## src/rtl/ctb_pkg.sv

```systemverilog
// Package for the countdown timer bank: sizes, command codes and reset values.
// Used by countdown_timer_bank and its port checker; it depends on nothing else.
package ctb_pkg;

    localparam int NUM_TIMERS  = 6;
    localparam int COUNT_WIDTH = 15;

    localparam int CMD_W   = 2;
    localparam int SEL_W   = 3;
    localparam int LOAD_W  = 15;
    localparam int LIMIT_W = 15;
    localparam int FLAGS_W = 6;

    localparam int CMP_W = (COUNT_WIDTH > LIMIT_W) ? COUNT_WIDTH : LIMIT_W;
    // Only the first six timers are visible in the result.
    localparam int OUT_TIMERS = (NUM_TIMERS < FLAGS_W) ? NUM_TIMERS : FLAGS_W;

    localparam int PHASE_IDX   = 0;
    localparam int DISPLAY_IDX = 3;

    localparam int S_TDATA_W = ((LOAD_W + 7) / 8) * 8;
    localparam int S_TUSER_W = CMD_W + SEL_W;
    localparam int M_TDATA_W = ((1 + FLAGS_W + 7) / 8) * 8;

    localparam int PADDR_W = 3;
    localparam int PDATA_W = 32;
    localparam logic [PADDR_W-3:0] REG_PHASE_LIMIT = '0;
    localparam logic [LIMIT_W-1:0] PHASE_LIMIT_RESET = LIMIT_W'(500);

    typedef enum logic [CMD_W-1:0] {
        CMD_TICK  = 2'd0,
        CMD_SET   = 2'd1,
        CMD_CLEAR = 2'd2,
        CMD_REARM = 2'd3
    } cmd_t;

    typedef logic [COUNT_WIDTH-1:0] count_t;

    // Reset count of each timer: the valve timer starts at 500, the lcd timer at 300, all others at 1.
    function automatic count_t reset_count(input int idx);
        logic [31:0] val;
        begin
            val = 32'd1;
            if (idx == 2) begin
                val = 32'd500;
            end else if (idx == 4) begin
                val = 32'd300;
            end
            return count_t'(val);
        end
    endfunction

endpackage

```

## src/rtl/countdown_timer_bank.sv

```systemverilog
// Top level of the countdown timer bank: a two-register command pipeline with the
// timer state, plus an APB register for the phase limit. Depends on ctb_pkg.

// The bank holds six countdown timers, each with an event flag. Every command
// transaction on the s_axis channel (tick, set, clear, test-and-rearm) yields exactly
// one result transaction on m_axis carrying the prior flag of the selected timer and
// all six flags after the command. A command is taken into an input register, applied
// to the timer state while the result is written into the output register, which
// offers it on m_axis; while m_axis stalls, the command waits in the input register.
// One command is accepted every cycle; the only limit is m_axis_tready, since the
// output register frees its slot in the same cycle that its result is taken. A tick
// decrements every nonzero count and raises the flag of each expired timer (the breath
// display timer drops its flag instead), then clamps the phase timer to phase_limit.
// phase_limit sits at APB byte address 0 and resets to 500; it should only be written
// while no command is in flight.
module countdown_timer_bank (
    input  logic                          aclk,
    input  logic                          aresetn,
    // Command channel
    input  logic                          s_axis_tvalid,
    output logic                          s_axis_tready,
    input  logic [ctb_pkg::S_TDATA_W-1:0] s_axis_tdata,  // [14:0] load_ticks
    input  logic [ctb_pkg::S_TUSER_W-1:0] s_axis_tuser,  // [1:0] cmd, [4:2] timer_sel
    // Result channel
    output logic                          m_axis_tvalid,
    input  logic                          m_axis_tready,
    output logic [ctb_pkg::M_TDATA_W-1:0] m_axis_tdata,  // [0] selected_flag, [6:1] all_flags
    // Configuration port
    input  logic                          psel,
    input  logic                          penable,
    input  logic                          pwrite,
    input  logic [ctb_pkg::PADDR_W-1:0]   paddr,
    input  logic [ctb_pkg::PDATA_W-1:0]   pwdata,
    output logic [ctb_pkg::PDATA_W-1:0]   prdata,
    output logic                          pready
);

    localparam int N  = ctb_pkg::NUM_TIMERS;
    localparam int CW = ctb_pkg::COUNT_WIDTH;

    // Input register.
    logic                          in_valid_reg;
    ctb_pkg::cmd_t                 in_cmd_reg;
    logic [ctb_pkg::SEL_W-1:0]     in_sel_reg;
    logic [ctb_pkg::LOAD_W-1:0]    in_load_reg;

    // Output register.
    logic                          out_valid_reg;
    logic                          out_sel_flag_reg;
    logic [ctb_pkg::FLAGS_W-1:0]   out_flags_reg;

    // Timer state and configuration.
    ctb_pkg::count_t               counts_reg [N];
    ctb_pkg::count_t               counts_next [N];
    logic [N-1:0]                  flags_reg;
    logic [N-1:0]                  flags_next;
    logic [ctb_pkg::LIMIT_W-1:0]   phase_limit_reg;

    logic                          advance;
    logic                          cfg_write;
    logic                          sel_flag;
    logic [ctb_pkg::FLAGS_W-1:0]   flags_out;

    // The output register can take a new result when it is empty or being drained;
    // the input register moves on whenever that happens.
    assign advance       = !out_valid_reg || m_axis_tready;
    assign s_axis_tready = !in_valid_reg || advance;
    assign m_axis_tvalid = out_valid_reg;
    assign m_axis_tdata  = ctb_pkg::M_TDATA_W'({out_flags_reg, out_sel_flag_reg});

    assign pready    = 1'b1;
    assign cfg_write = psel && penable && pwrite && pready
                       && (paddr[ctb_pkg::PADDR_W-1:2] == ctb_pkg::REG_PHASE_LIMIT);
    assign prdata    = (paddr[ctb_pkg::PADDR_W-1:2] == ctb_pkg::REG_PHASE_LIMIT)
                       ? ctb_pkg::PDATA_W'(phase_limit_reg) : '0;

    // Apply the command in the input register to the timer state.
    always_comb begin
        logic hit;
        logic [ctb_pkg::CMP_W-1:0] phase_cnt;
        logic [ctb_pkg::CMP_W-1:0] phase_lim;
        counts_next = counts_reg;
        flags_next  = flags_reg;
        sel_flag    = 1'b0;
        flags_out   = '0;
        phase_cnt   = '0;
        phase_lim   = '0;
        hit         = 1'b0;

        // A selector past the last timer matches nothing and reads as a clear flag.
        for (int i = 0; i < N; i++) begin
            if (32'(in_sel_reg) == i) begin
                sel_flag = flags_reg[i];
            end
        end

        unique case (in_cmd_reg)
            ctb_pkg::CMD_TICK: begin
                for (int i = 0; i < N; i++) begin
                    if (counts_reg[i] == '0) begin
                        flags_next[i] = (i != ctb_pkg::DISPLAY_IDX);
                    end else begin
                        counts_next[i] = counts_reg[i] - CW'(1);
                    end
                end
                phase_cnt = ctb_pkg::CMP_W'(counts_next[ctb_pkg::PHASE_IDX]);
                phase_lim = ctb_pkg::CMP_W'(phase_limit_reg);
                if (phase_cnt > phase_lim) begin
                    counts_next[ctb_pkg::PHASE_IDX] = CW'(phase_limit_reg);
                end
            end
            ctb_pkg::CMD_SET: begin
                for (int i = 0; i < N; i++) begin
                    if (32'(in_sel_reg) == i) begin
                        counts_next[i] = CW'(in_load_reg);
                        flags_next[i]  = (i == ctb_pkg::DISPLAY_IDX);
                    end
                end
            end
            ctb_pkg::CMD_CLEAR: begin
                for (int i = 0; i < N; i++) begin
                    if (32'(in_sel_reg) == i) begin
                        flags_next[i] = 1'b0;
                    end
                end
            end
            ctb_pkg::CMD_REARM: begin
                for (int i = 0; i < N; i++) begin
                    hit = (32'(in_sel_reg) == i) && flags_reg[i];
                    if (hit) begin
                        counts_next[i] = CW'(in_load_reg);
                        flags_next[i]  = 1'b0;
                    end
                end
            end
            default: begin
            end
        endcase

        for (int i = 0; i < ctb_pkg::OUT_TIMERS; i++) begin
            flags_out[i] = flags_next[i];
        end
    end

    always_ff @(posedge aclk) begin
        if (!aresetn) begin
            in_valid_reg    <= 1'b0;
            out_valid_reg   <= 1'b0;
            flags_reg       <= '0;
            phase_limit_reg <= ctb_pkg::PHASE_LIMIT_RESET;
            for (int i = 0; i < N; i++) begin
                counts_reg[i] <= ctb_pkg::reset_count(i);
            end
        end else begin
            if (s_axis_tready) begin
                in_valid_reg <= s_axis_tvalid;
            end
            if (advance) begin
                out_valid_reg <= in_valid_reg;
            end
            if (advance && in_valid_reg) begin
                counts_reg <= counts_next;
                flags_reg  <= flags_next;
            end
            if (cfg_write) begin
                phase_limit_reg <= pwdata[ctb_pkg::LIMIT_W-1:0];
            end
        end
    end

    // Payload registers carry no reset.
    always_ff @(posedge aclk) begin
        if (s_axis_tready && s_axis_tvalid) begin
            in_cmd_reg  <= ctb_pkg::cmd_t'(s_axis_tuser[ctb_pkg::CMD_W-1:0]);
            in_sel_reg  <= s_axis_tuser[ctb_pkg::CMD_W +: ctb_pkg::SEL_W];
            in_load_reg <= s_axis_tdata[ctb_pkg::LOAD_W-1:0];
        end
        if (advance && in_valid_reg) begin
            out_sel_flag_reg <= sel_flag;
            out_flags_reg    <= flags_out;
        end
    end

endmodule

```

## config.mk

```make
export PLATFORM = sky130hd
export DESIGN_NAME = countdown_timer_bank
export DESIGN_NICKNAME = d
export VERILOG_FILES = /design/src/rtl/ctb_pkg.sv /design/src/rtl/countdown_timer_bank.sv
export SDC_FILE = /design/constraint.sdc
export NUM_CORES = 1
export LEC_CHECK = 0
export BUFFER_PORTS_ARGS = -buffer_cell sky130_fd_sc_hd__clkbuf_2
export CAP_MARGIN = 10
export CORE_ASPECT_RATIO = 0.75
export CORE_MARGIN = 10
export CORE_UTILIZATION = 65
export CTS_BUF_LIST = sky130_fd_sc_hd__clkbuf_8
export DETAILED_ROUTE_END_ITERATION = 12
export PLACE_DENSITY = 0.9
export REMOVE_ABC_BUFFERS = 1
export SLEW_MARGIN = 15
export SYNTH_ARGS = -nofsm -noshare
export SYNTH_HDL_FRONTEND = slang
export SYNTH_SLANG_ARGS = --single-unit
```

## constraint.sdc

```tcl
create_clock -name aclk -period 5 [get_ports aclk]
set_clock_uncertainty 0.2 [all_clocks]
set_input_delay 0 -clock aclk [delete_from_list [all_inputs] [get_ports aclk]]
set_output_delay 0 -clock aclk [all_outputs]
set_load 0.1 [all_outputs]
```

==> results of run 1 <==
[logic make-up (layout without fill, tap and decap cells)]
family / after synthesis / count (layout)
AO/OA/AOI/OAI: 351 / 351
XOR/XNOR: 7 / 7
adder cells (fa/ha/maj): 26 / 26
buffers and inverters: 124 / 195
flip-flops: 140 / 140
multiplexers: 18 / 18
other: 2 / 21
AND/OR/NAND/NOR: 392 / 392
[placed cells by master (no fill, tap or decap), drive strengths merged, types with 4 or more instances in the layout]
master,count
nand2,145
dfxtp,113
o21ai,112
nor2,99
clkbuf,86
a21oi,59
dlygate4sd3,52
a21boi,44
inv,40
nor3,29
edfxtp,27
o211ai,26
ha,26
a31oi,23
conb,19
nor2b,18
nand3,15
mux2i,14
nor4,14
a22oi,13
o21a,12
o31ai,11
or3,10
nand2b,9
and2,8
nand4,8
or4,8
buf,8
nor3b,8
xnor2,7
bufinv,6
o41ai,5
o22ai,5
and3,4
mux2,4
o31a,4
nand3b,4
a211oi,4
[area by class of cell]
cell class / instances / area, µm²
diodes: 2 / 5.00
clock buffers: 21 / 289
clock inverters: 11 / 211
fillers: 810 / 2770
inverters: 38 / 143
multi-input cells: 813 / 4860
flip-flops and latches: 140 / 3070
well taps: 166 / 208
repair buffers: 125 / 918
[power breakdown]
group	leakage [µW]	total, µW	internal [µW]	switching (µW)
combinational	0.00224	655	205	450
clock	0.000258	1150	697	453
sequential	0.00118	1240	1190	48.6
total	0.00368	3050	2100	952
[layer usage]
metal / wire length [µm] / vias to the layer above / GRT usage, % / share of wire, %
met4: 910 / 0 / 11.5 / 3.5
met3: 2920 / 110 / 7.62 / 11
li1: - / 3953 / - / -
met2: 12000 / 645 / 42.6 / 46
met1: 10000 / 4096 / 36.4 / 39
met5: 0 / - / 0 / 0
[through the flow]
stage               area, µm²  utilization [%]  power (µW)
finish                   9710             77.8        3050
global route             9710             77.8        3150
CTS                      9700             77.7        3010
detailed placement       8680             69.5        1850
global placement         8680             69.5        1840
floorplan                8060                -        1690
[worst max-delay path: stages (launching register included)]
cell	delay, ps
dfxtp_1	360
inv_1	110
ha_1	250
nor3b_1	420
and2_1	320
nand2_1	150
mux2_2	350
ha_1	330
nand2_1	70
o21ai_0	200
nand2b_1	100
a31oi_2	970
mux2_2	430
a22oi_1	170
[worst paths after layout]
| kind | from | end |
|---|---|---|
| setup / recovery | counts_reg[76] | counts_reg[75] |
| hold / removal | s_axis_tdata[0] | in_load_reg[0] |
| setup reg to reg | counts_reg[76] | counts_reg[75] |
| hold reg to reg | counts_reg[4] | counts_reg[4] |
[timing repair]
item	CTS	global route
hold buffers	52	0
endpoints found under the hold margin	67	0
endpoints found under the setup margin	0	0
==> impl_metrics.py, run 1 <==
metrics = {
    "route": {
        "drtPass1Iterations": 6,
        "drcViolationCount": 0,
        "vias": 8804,
        "post_drt_wl_per_cell_um": 19.6,
        "finalWirelength_mm": 25.8,
        "vias_per_cell": 6.69,
        "ant_nets": 0,
        "drt_iter0_markers": 1224,
    },
    "finish": {
        "fin_cells": 1316,
        "area_growth_pct": 15.2,
        "fin_nets": 1224,
        "largest_reg_flops": 90,
        "drive_above_1_share_pct": 11.8,
    },
    "logic_synthesis": {
        "synth_common_cells": "nand2_1 (145), dfxtp_1 (113), o21ai_0 (99)",
        "synth_cells": 1060,
        "syn_area_mm2": 0.00843,
        "yosysUniqueCellTypes": 83,
        "synth.most_common_cell": "nand2_1",
        "synth_top_family_by_area": "compound AO/OA/AOI/OAI gates",
        "ys_dominant_reg_cell": "dfxtp_1",
        "ys_top_cells_by_area": "dfxtp_1 (27%), edfxtp_1 (9.6%), nand2_1 (6.5%), o21ai_0 (5.9%), nor2_1 (4.4%)",
        "synth_edf_count": 27,
        "synth-compound-area-share_pct": 27.0,
        "ys_async_sr_fraction_pct": 0,
        "synth_xor_area_share_pct": 0.727,
        "synth.avg_cell_area_um2": 7.96,
        "synth_area_leader_cell": "dfxtp_1",
        "yosys.area_share.simple_pct": 22.8,
        "synth_top_area_share_pct": 26.8,
        "synthMuxAreaShare_pct": 2.20,
        "synth_fa_ha_area_share_pct": 3.86,
        "synth_seq_cells": 140,
        "yosysSeqAreaShare_pct": 36.4,
        "yosysWarnings": 0,
    },
    "power": {
        "ir_drop_v": 0.000247,
        "power_density_mw_per_mm2": 314,
        "p_leak_uw": 0.00368,
    },
    "placed_design": {
        "dp_hpwl_mm": 15.8,
        "gp_congestion": 0.960,
        "port_buffers": 66,
        "dp_slack_ps": 931,
        "place_inst": 1230,
    },
    "clocking": {
        "cts_tree": "built",
        "clk_path_buf_depth": 2,
        "path_clk_slew_ps": 90,
        "numCtsBuffers": 17,
        "cts-resized-gates": 0,
        "cts-root-buf": "clkbuf_8",
        "clk_latency_ps": 460,
        "postCtsSetupBuffers": 0,
        "cts_max_level": 4,
        "clock-sinks": 140,
    },
    "critical_path": {
        "rrSetupSlack_ps": 510,
        "worstSetupEndpointType": "flip-flop",
        "crit_type": "flip-flop to flip-flop",
        "rr_worst_depth": 13,
        "path_max_fanout": 18,
        "worstPathArrival_ps": 4670,
        "cp.required_ps": 5180,
        "worst_setup_path_start_kind": "flip-flop",
    },
    "sta": {
        "setup_violations": 0,
        "hold_violations": 0,
        "tightest_slew_ps": 1240,
        "rsz0062_at_grt": "false",
        "fmaxAchievable_ghz": 0.223,
        "fin_crit_sh_pct": 89.9,
        "final_max_slew_viol_count": 0,
        "relSlewSlack_pct": 17.7,
        "whs_ps": 59.9,
        "finalWorstSetupSlack_ps": 507,
        "min_period_ps": 4490,
        "tns_ps": 0,
    },
    "die": {
        "die_w_um": 152,
        "coreArea_mm2": 0.0125,
        "pin_count": 106,
        "initial_core_util_pct": 67.6,
        "dieArea_mm2": 0.0180,
        "chipHeight_um": 119,
        "num_rows": 35,
    },
    "grt": {
        "grt-ovfl-total": 0,
        "grt_pass1_wl_mm": 41.6,
        "antenna_found_initial": 1,
        "grtUsageTotal_pct": 27.9,
        "grt_start_max_net_pins": 72,
        "grt_pass1_vias": 8213,
    },
    "min_path": {
        "hold_class": "input port to flip-flop",
        "whs_path_depth": 2,
    },
    "job": {
        "cap_violations": 0,
    },
    "run_status": {
        "outcome": "complete, no violations",
    },
}
Note: power is estimated with default switching activity, not from simulation.
==> inputs of run 2 (changes only) <==
Settings changed: CORE_ASPECT_RATIO 0.75 to 1.25.
==> run 2 against run 1 <==
Against the previous run: clock power down 9.6%; non-clock buffer count down 4; global-route usage about the same; highest routed layer unchanged; sequential share of layout area up 0.42 points; critical endpoint unchanged; combinational power down 0.6%; final area down 1.3%.
==> impl_metrics.py, run 2 (synthesis gave the netlist of run 1 again) <==
metrics = {
    "sta": {
        "whs_ps": 44.9,
        "relSlewSlack_pct": 20.1,
        "tightest_slew_ps": 1190,
        "setup_violations": 0,
        "fin_crit_sh_pct": 90.2,
        "rsz0062_at_grt": "false",
        "min_period_ps": 4510,
        "final_max_slew_viol_count": 0,
        "tns_ps": 0,
        "fmaxAchievable_ghz": 0.222,
        "hold_violations": 0,
    },
    "placed_design": {
        "port_buffers": 66,
        "postPlaceCellArea_mm2": 0.00870,
        "dp_hpwl_mm": 15.7,
        "gp_congestion": 0.942,
    },
    "critical_path": {
        "cp.required_ps": 5180,
        "rr_worst_depth": 13,
        "r2r_start": "counts_reg[75]",
        "rrSetupSlack_ps": 490,
        "crit_buf_inv": 1,
        "worstSetupEndpointType": "flip-flop",
        "crit_type": "flip-flop to flip-flop",
        "critPathTopFamily": "compound AO/OA/AOI/OAI gates",
        "endpoint": "counts_reg[75]",
        "crit_chain": "inv_1 -> ha_1 -> nor3b_1 -> and2_1 -> nand2_1 -> mux2_2 -> ha_1 -> nand2_1 -> o21ai_0 -> nand2b_1 -> a31oi_2 -> mux2_2 -> a22oi_1",
        "slowest_delay_ps": 980,
        "cp.depth": 13,
        "worst_setup_path_start_kind": "flip-flop",
        "worstPathArrival_ps": 4690,
        "path_max_fanout": 18,
        "cp-startpoint": "counts_reg[75]",
        "slowest_stage": "a31oi_2",
        "r2r-end": "counts_reg[75]",
    },
    "finish": {
        "final_common_cell": "nand2_1",
        "final_cell_area_mm2": 0.00958,
        "post-route-util_pct": 75.3,
        "antenna_cells": 0,
        "drive_above_1_share_pct": 11.8,
        "area_growth_pct": 13.6,
        "fin_nets": 1220,
        "largest_reg_flops": 90,
        "layout_common_cells": "nand2_1 (145), dfxtp_1 (113), o21ai_0 (99)",
    },
    "clocking": {
        "numCtsBuffers": 17,
        "clk_path_buf_depth": 2,
        "cts_tree": "built",
        "path_clk_slew_ps": 90,
        "cts-root-buf": "clkbuf_8",
        "clock-sinks": 140,
        "clk_latency_ps": 450,
        "cts_max_level": 4,
        "postCtsSetupBuffers": 0,
    },
    "run_status": {
        "outcome": "complete, no violations",
    },
    "grt": {
        "grt-ovfl-total": 0,
        "grt_start_max_net_pins": 65,
        "grtUsageTotal_pct": 28.0,
        "antenna_found_initial": 0,
        "grt_pass1_wl_mm": 41.3,
        "grt_pass1_vias": 8301,
    },
    "power": {
        "power_density_mw_per_mm2": 306,
        "ir_drop_v": 0.000221,
        "p_leak_uw": 0.00366,
    },
    "die": {
        "pin_count": 106,
        "dieArea_mm2": 0.0180,
        "die_w_um": 122,
        "initial_core_util_pct": 66.3,
        "coreArea_mm2": 0.0127,
        "chipHeight_um": 147,
        "num_rows": 46,
    },
    "route": {
        "drcViolationCount": 0,
        "vias_per_cell": 6.50,
        "ant_nets": 0,
        "post_drt_wl_per_cell_um": 19.3,
        "drt_iter0_markers": 903,
        "finalWirelength_mm": 25.3,
        "vias": 8531,
        "drtPass1Iterations": 9,
    },
    "min_path": {
        "hold_class": "input port to flip-flop",
        "whs_path_depth": 4,
    },
    "job": {
        "cap_violations": 0,
    },
}
[run 2: layer usage]
metal	part of all wire, %	GRT usage (%)	wire length, µm	vias to the layer above
met5	0	0	0	-
met4	5.7	17.8	1440	0
met3	9.0	5.87	2290	106
met2	48	45.8	12200	512
met1	37	32.1	9410	3977
li1	-	-	-	3936
[run 2: where the power goes]
group	switching (µW)	leakage [µW]	total, µW	internal [µW]
sequential	46.0	0.00118	1240	1190
combinational	445	0.00223	651	206
clock	431	0.000247	1040	609
total	922	0.00366	2930	2010
[run 2: what timing repair did]
action,in CTS,in global routing
endpoints found under the hold margin,93,0
hold buffers,44,0
resized for setup,0,0
[run 2: worst register-to-register path, delay by kind of cell, from the launching register on]
| kind | cells | cell delay (ps) |
|---|---|---|
| compound gates | 3 | 1500 |
| fa+ha+maj | 2 | 610 |
| simple gates | 5 | 970 |
| buf+inv | 1 | 100 |
| flops | 1 | 350 |
| mux | 2 | 720 |
[run 2: layout make-up]
class | instances | area (µm²)
Timing Repair Buffer | 121 | 856
Sequential cell | 140 | 3070
Clock buffer | 19 | 262
Clock inverter | 13 | 183
Inverter | 38 | 143
Tap cell | 168 | 210
Multi-Input combinational cell | 813 | 4860
Fill cell | 843 | 3140
[run 2: worst min-delay path by stage]
stage / startpoint / to / slack, ps
after CTS: pwrite / phase_limit_reg[10] / 3
final: pwrite / phase_limit_reg[13] / 40
after global routing: s_axis_tdata[3] / in_load_reg[3] / 70
after global placement: s_axis_tdata[4] / in_load_reg[4] / -20
after floorplan: aresetn / counts_reg[17] / -140
after detailed placement: s_axis_tdata[12] / in_load_reg[12] / -20
[run 2: stage by stage]
stage,worst slack (ps),cells,total power (µW)
2_1_floorplan,1180,991,1690
3_3_place_gp,871,1236,1840
6_report,488,1312,2930
4_1_cts,817,1312,2890
3_5_place_dp,895,1236,1850
5_1_grt,379,1312,3020
==> inputs of run 3 (changes only) <==
Settings changed: CORE_UTILIZATION 65 to 61, PLACE_DENSITY 0.9 to 0.85.
Clock period 5 ns to 4.7 ns, I/O delays scaled along.
==> run 3 against run 2 <==
Against the previous run: critical path depth unchanged; routed wire length decreased by 4.6%; first-iteration DRC count increased by 2.7%; global-route usage decreased by 3.5 points; worst hold slack got worse by 7.5 ps; cell count increased by 1.2%; combinational power increased by 4.0%; critical path type unchanged; largest power group unchanged.
==> impl_metrics.py, run 3 (synthesis gave the netlist of run 1 again) <==
metrics = {
    "route": {
        "post_drt_wl_per_cell_um": 18.2,
        "drcViolationCount": 0,
        "drt_iter0_markers": 927,
        "vias_per_cell": 6.28,
        "finalWirelength_mm": 24.2,
        "vias": 8346,
        "ant_nets": 0,
        "drtPass1Iterations": 6,
    },
    "finish": {
        "drive_above_1_share_pct": 12.0,
        "layout_common_cells": "nand2_1 (145), dfxtp_1 (113), o21ai_0 (99)",
        "largest_reg_flops": 90,
        "final_common_cell": "nand2_1",
        "fin_cells": 1328,
        "area_growth_pct": 15.1,
        "fin_nets": 1229,
        "post-route-util_pct": 70.9,
        "final_cell_area_mm2": 0.00971,
        "antenna_cells": 0,
    },
    "placed_design": {
        "place_inst": 1242,
        "postPlaceCellArea_mm2": 0.00871,
        "dp_hpwl_mm": 15.6,
        "gp_congestion": 0.915,
        "port_buffers": 66,
    },
    "sta": {
        "final_max_slew_viol_count": 0,
        "fin_crit_sh_pct": 89.7,
        "tightest_slew_ps": 1170,
        "rsz0062_at_grt": "false",
        "whs_ps": 37.4,
        "fmaxAchievable_ghz": 0.237,
        "setup_violations": 0,
        "relSlewSlack_pct": 21.7,
        "tns_ps": 0,
        "min_period_ps": 4210,
        "hold_violations": 0,
    },
    "grt": {
        "antenna_found_initial": 0,
        "grt_pass1_vias": 7889,
        "grt_start_max_net_pins": 65,
        "grtUsageTotal_pct": 24.4,
        "grt-ovfl-total": 0,
        "grt_pass1_wl_mm": 38.5,
    },
    "clocking": {
        "postCtsSetupBuffers": 0,
        "cts-root-buf": "clkbuf_8",
        "hold_buffers": 54,
        "clk_latency_ps": 470,
        "cts-resized-gates": 0,
        "numCtsBuffers": 17,
        "path_clk_slew_ps": 80,
        "cts_max_level": 4,
        "clock-sinks": 140,
        "clk_path_buf_depth": 2,
        "cts_tree": "built",
    },
    "run_status": {
        "outcome": "complete, no violations",
    },
    "critical_path": {
        "worst_setup_path_start_kind": "flip-flop",
        "worstPathArrival_ps": 4410,
        "path_max_fanout": 18,
        "cp.required_ps": 4890,
        "worstSetupEndpointType": "flip-flop",
        "crit_type": "flip-flop to flip-flop",
    },
    "die": {
        "chipHeight_um": 151,
        "coreArea_mm2": 0.0137,
        "die_w_um": 125,
        "dieArea_mm2": 0.0190,
        "initial_core_util_pct": 61.6,
        "num_rows": 48,
        "pin_count": 106,
    },
    "power": {
        "power_density_mw_per_mm2": 324,
        "p_leak_uw": 0.00368,
        "ir_drop_v": 0.000230,
    },
    "min_path": {
        "hold_class": "input port to flip-flop",
    },
    "job": {
        "cap_violations": 0,
    },
}
run 3: cell types whose count changed in the layout (fill, tap and decap cells not counted), moves of 2 or more:
cell and delta:
clkbuf_8 -2, dlygate4sd3_1 +10, clkinvlp_4 +3, inv_1 -4
run 3: path summary, 6_finish.rpt:
check	from	end	slack [ps]	cells past startpoint
worst min register to register	counts_reg[70]	counts_reg[70]	270	2
worst max-delay path	counts_reg[75]	counts_reg[75]	490	13
worst max register to register	counts_reg[75]	counts_reg[75]	490	13
worst min-delay path	s_axis_tdata[1]	in_load_reg[1]	40	2
run 3: report_power, final:
part,leakage [µW],internal [µW],total (µW),switching [µW]
clock network,0.000231,675,1150,476
registers,0.00118,1270,1320,48.7
logic,0.00227,219,677,458
total,0.00368,2160,3150,983
run 3: per-stage QoR:
step,total power (µW),worst slack [ps]
6_report,3150,486
2_1_floorplan,1800,878
4_1_cts,3120,575
3_3_place_gp,1950,674
5_1_grt,3250,288
3_5_place_dp,1970,579
run 3: area by class of cell:
class,instances,area [µm²]
multi-input cells,813,4860
clock buffers,17,234
inverters,38,143
clock inverters,15,229
fillers,1050,3980
flip-flops and latches,140,3070
repair buffers,130,948
well taps,175,219
run 3: worst max-delay path: stages, from the launching register on:
cell and delay [ps]:
dfxtp_1 350, inv_1 110, ha_1 240, nor3b_1 330, and2_1 270, nand2_1 80, mux2_2 300, ha_1 320
nand2_1 60, o21ai_0 240, nand2b_1 100, a31oi_2 950, mux2_2 430, a22oi_1 150
run 3: routing by layer:
layer  track usage (%)  share of wire, %
met3              6.06               8.0
met4              11.8               3.9
met2              42.6                49
met1              27.6                39
met5                 0                 0
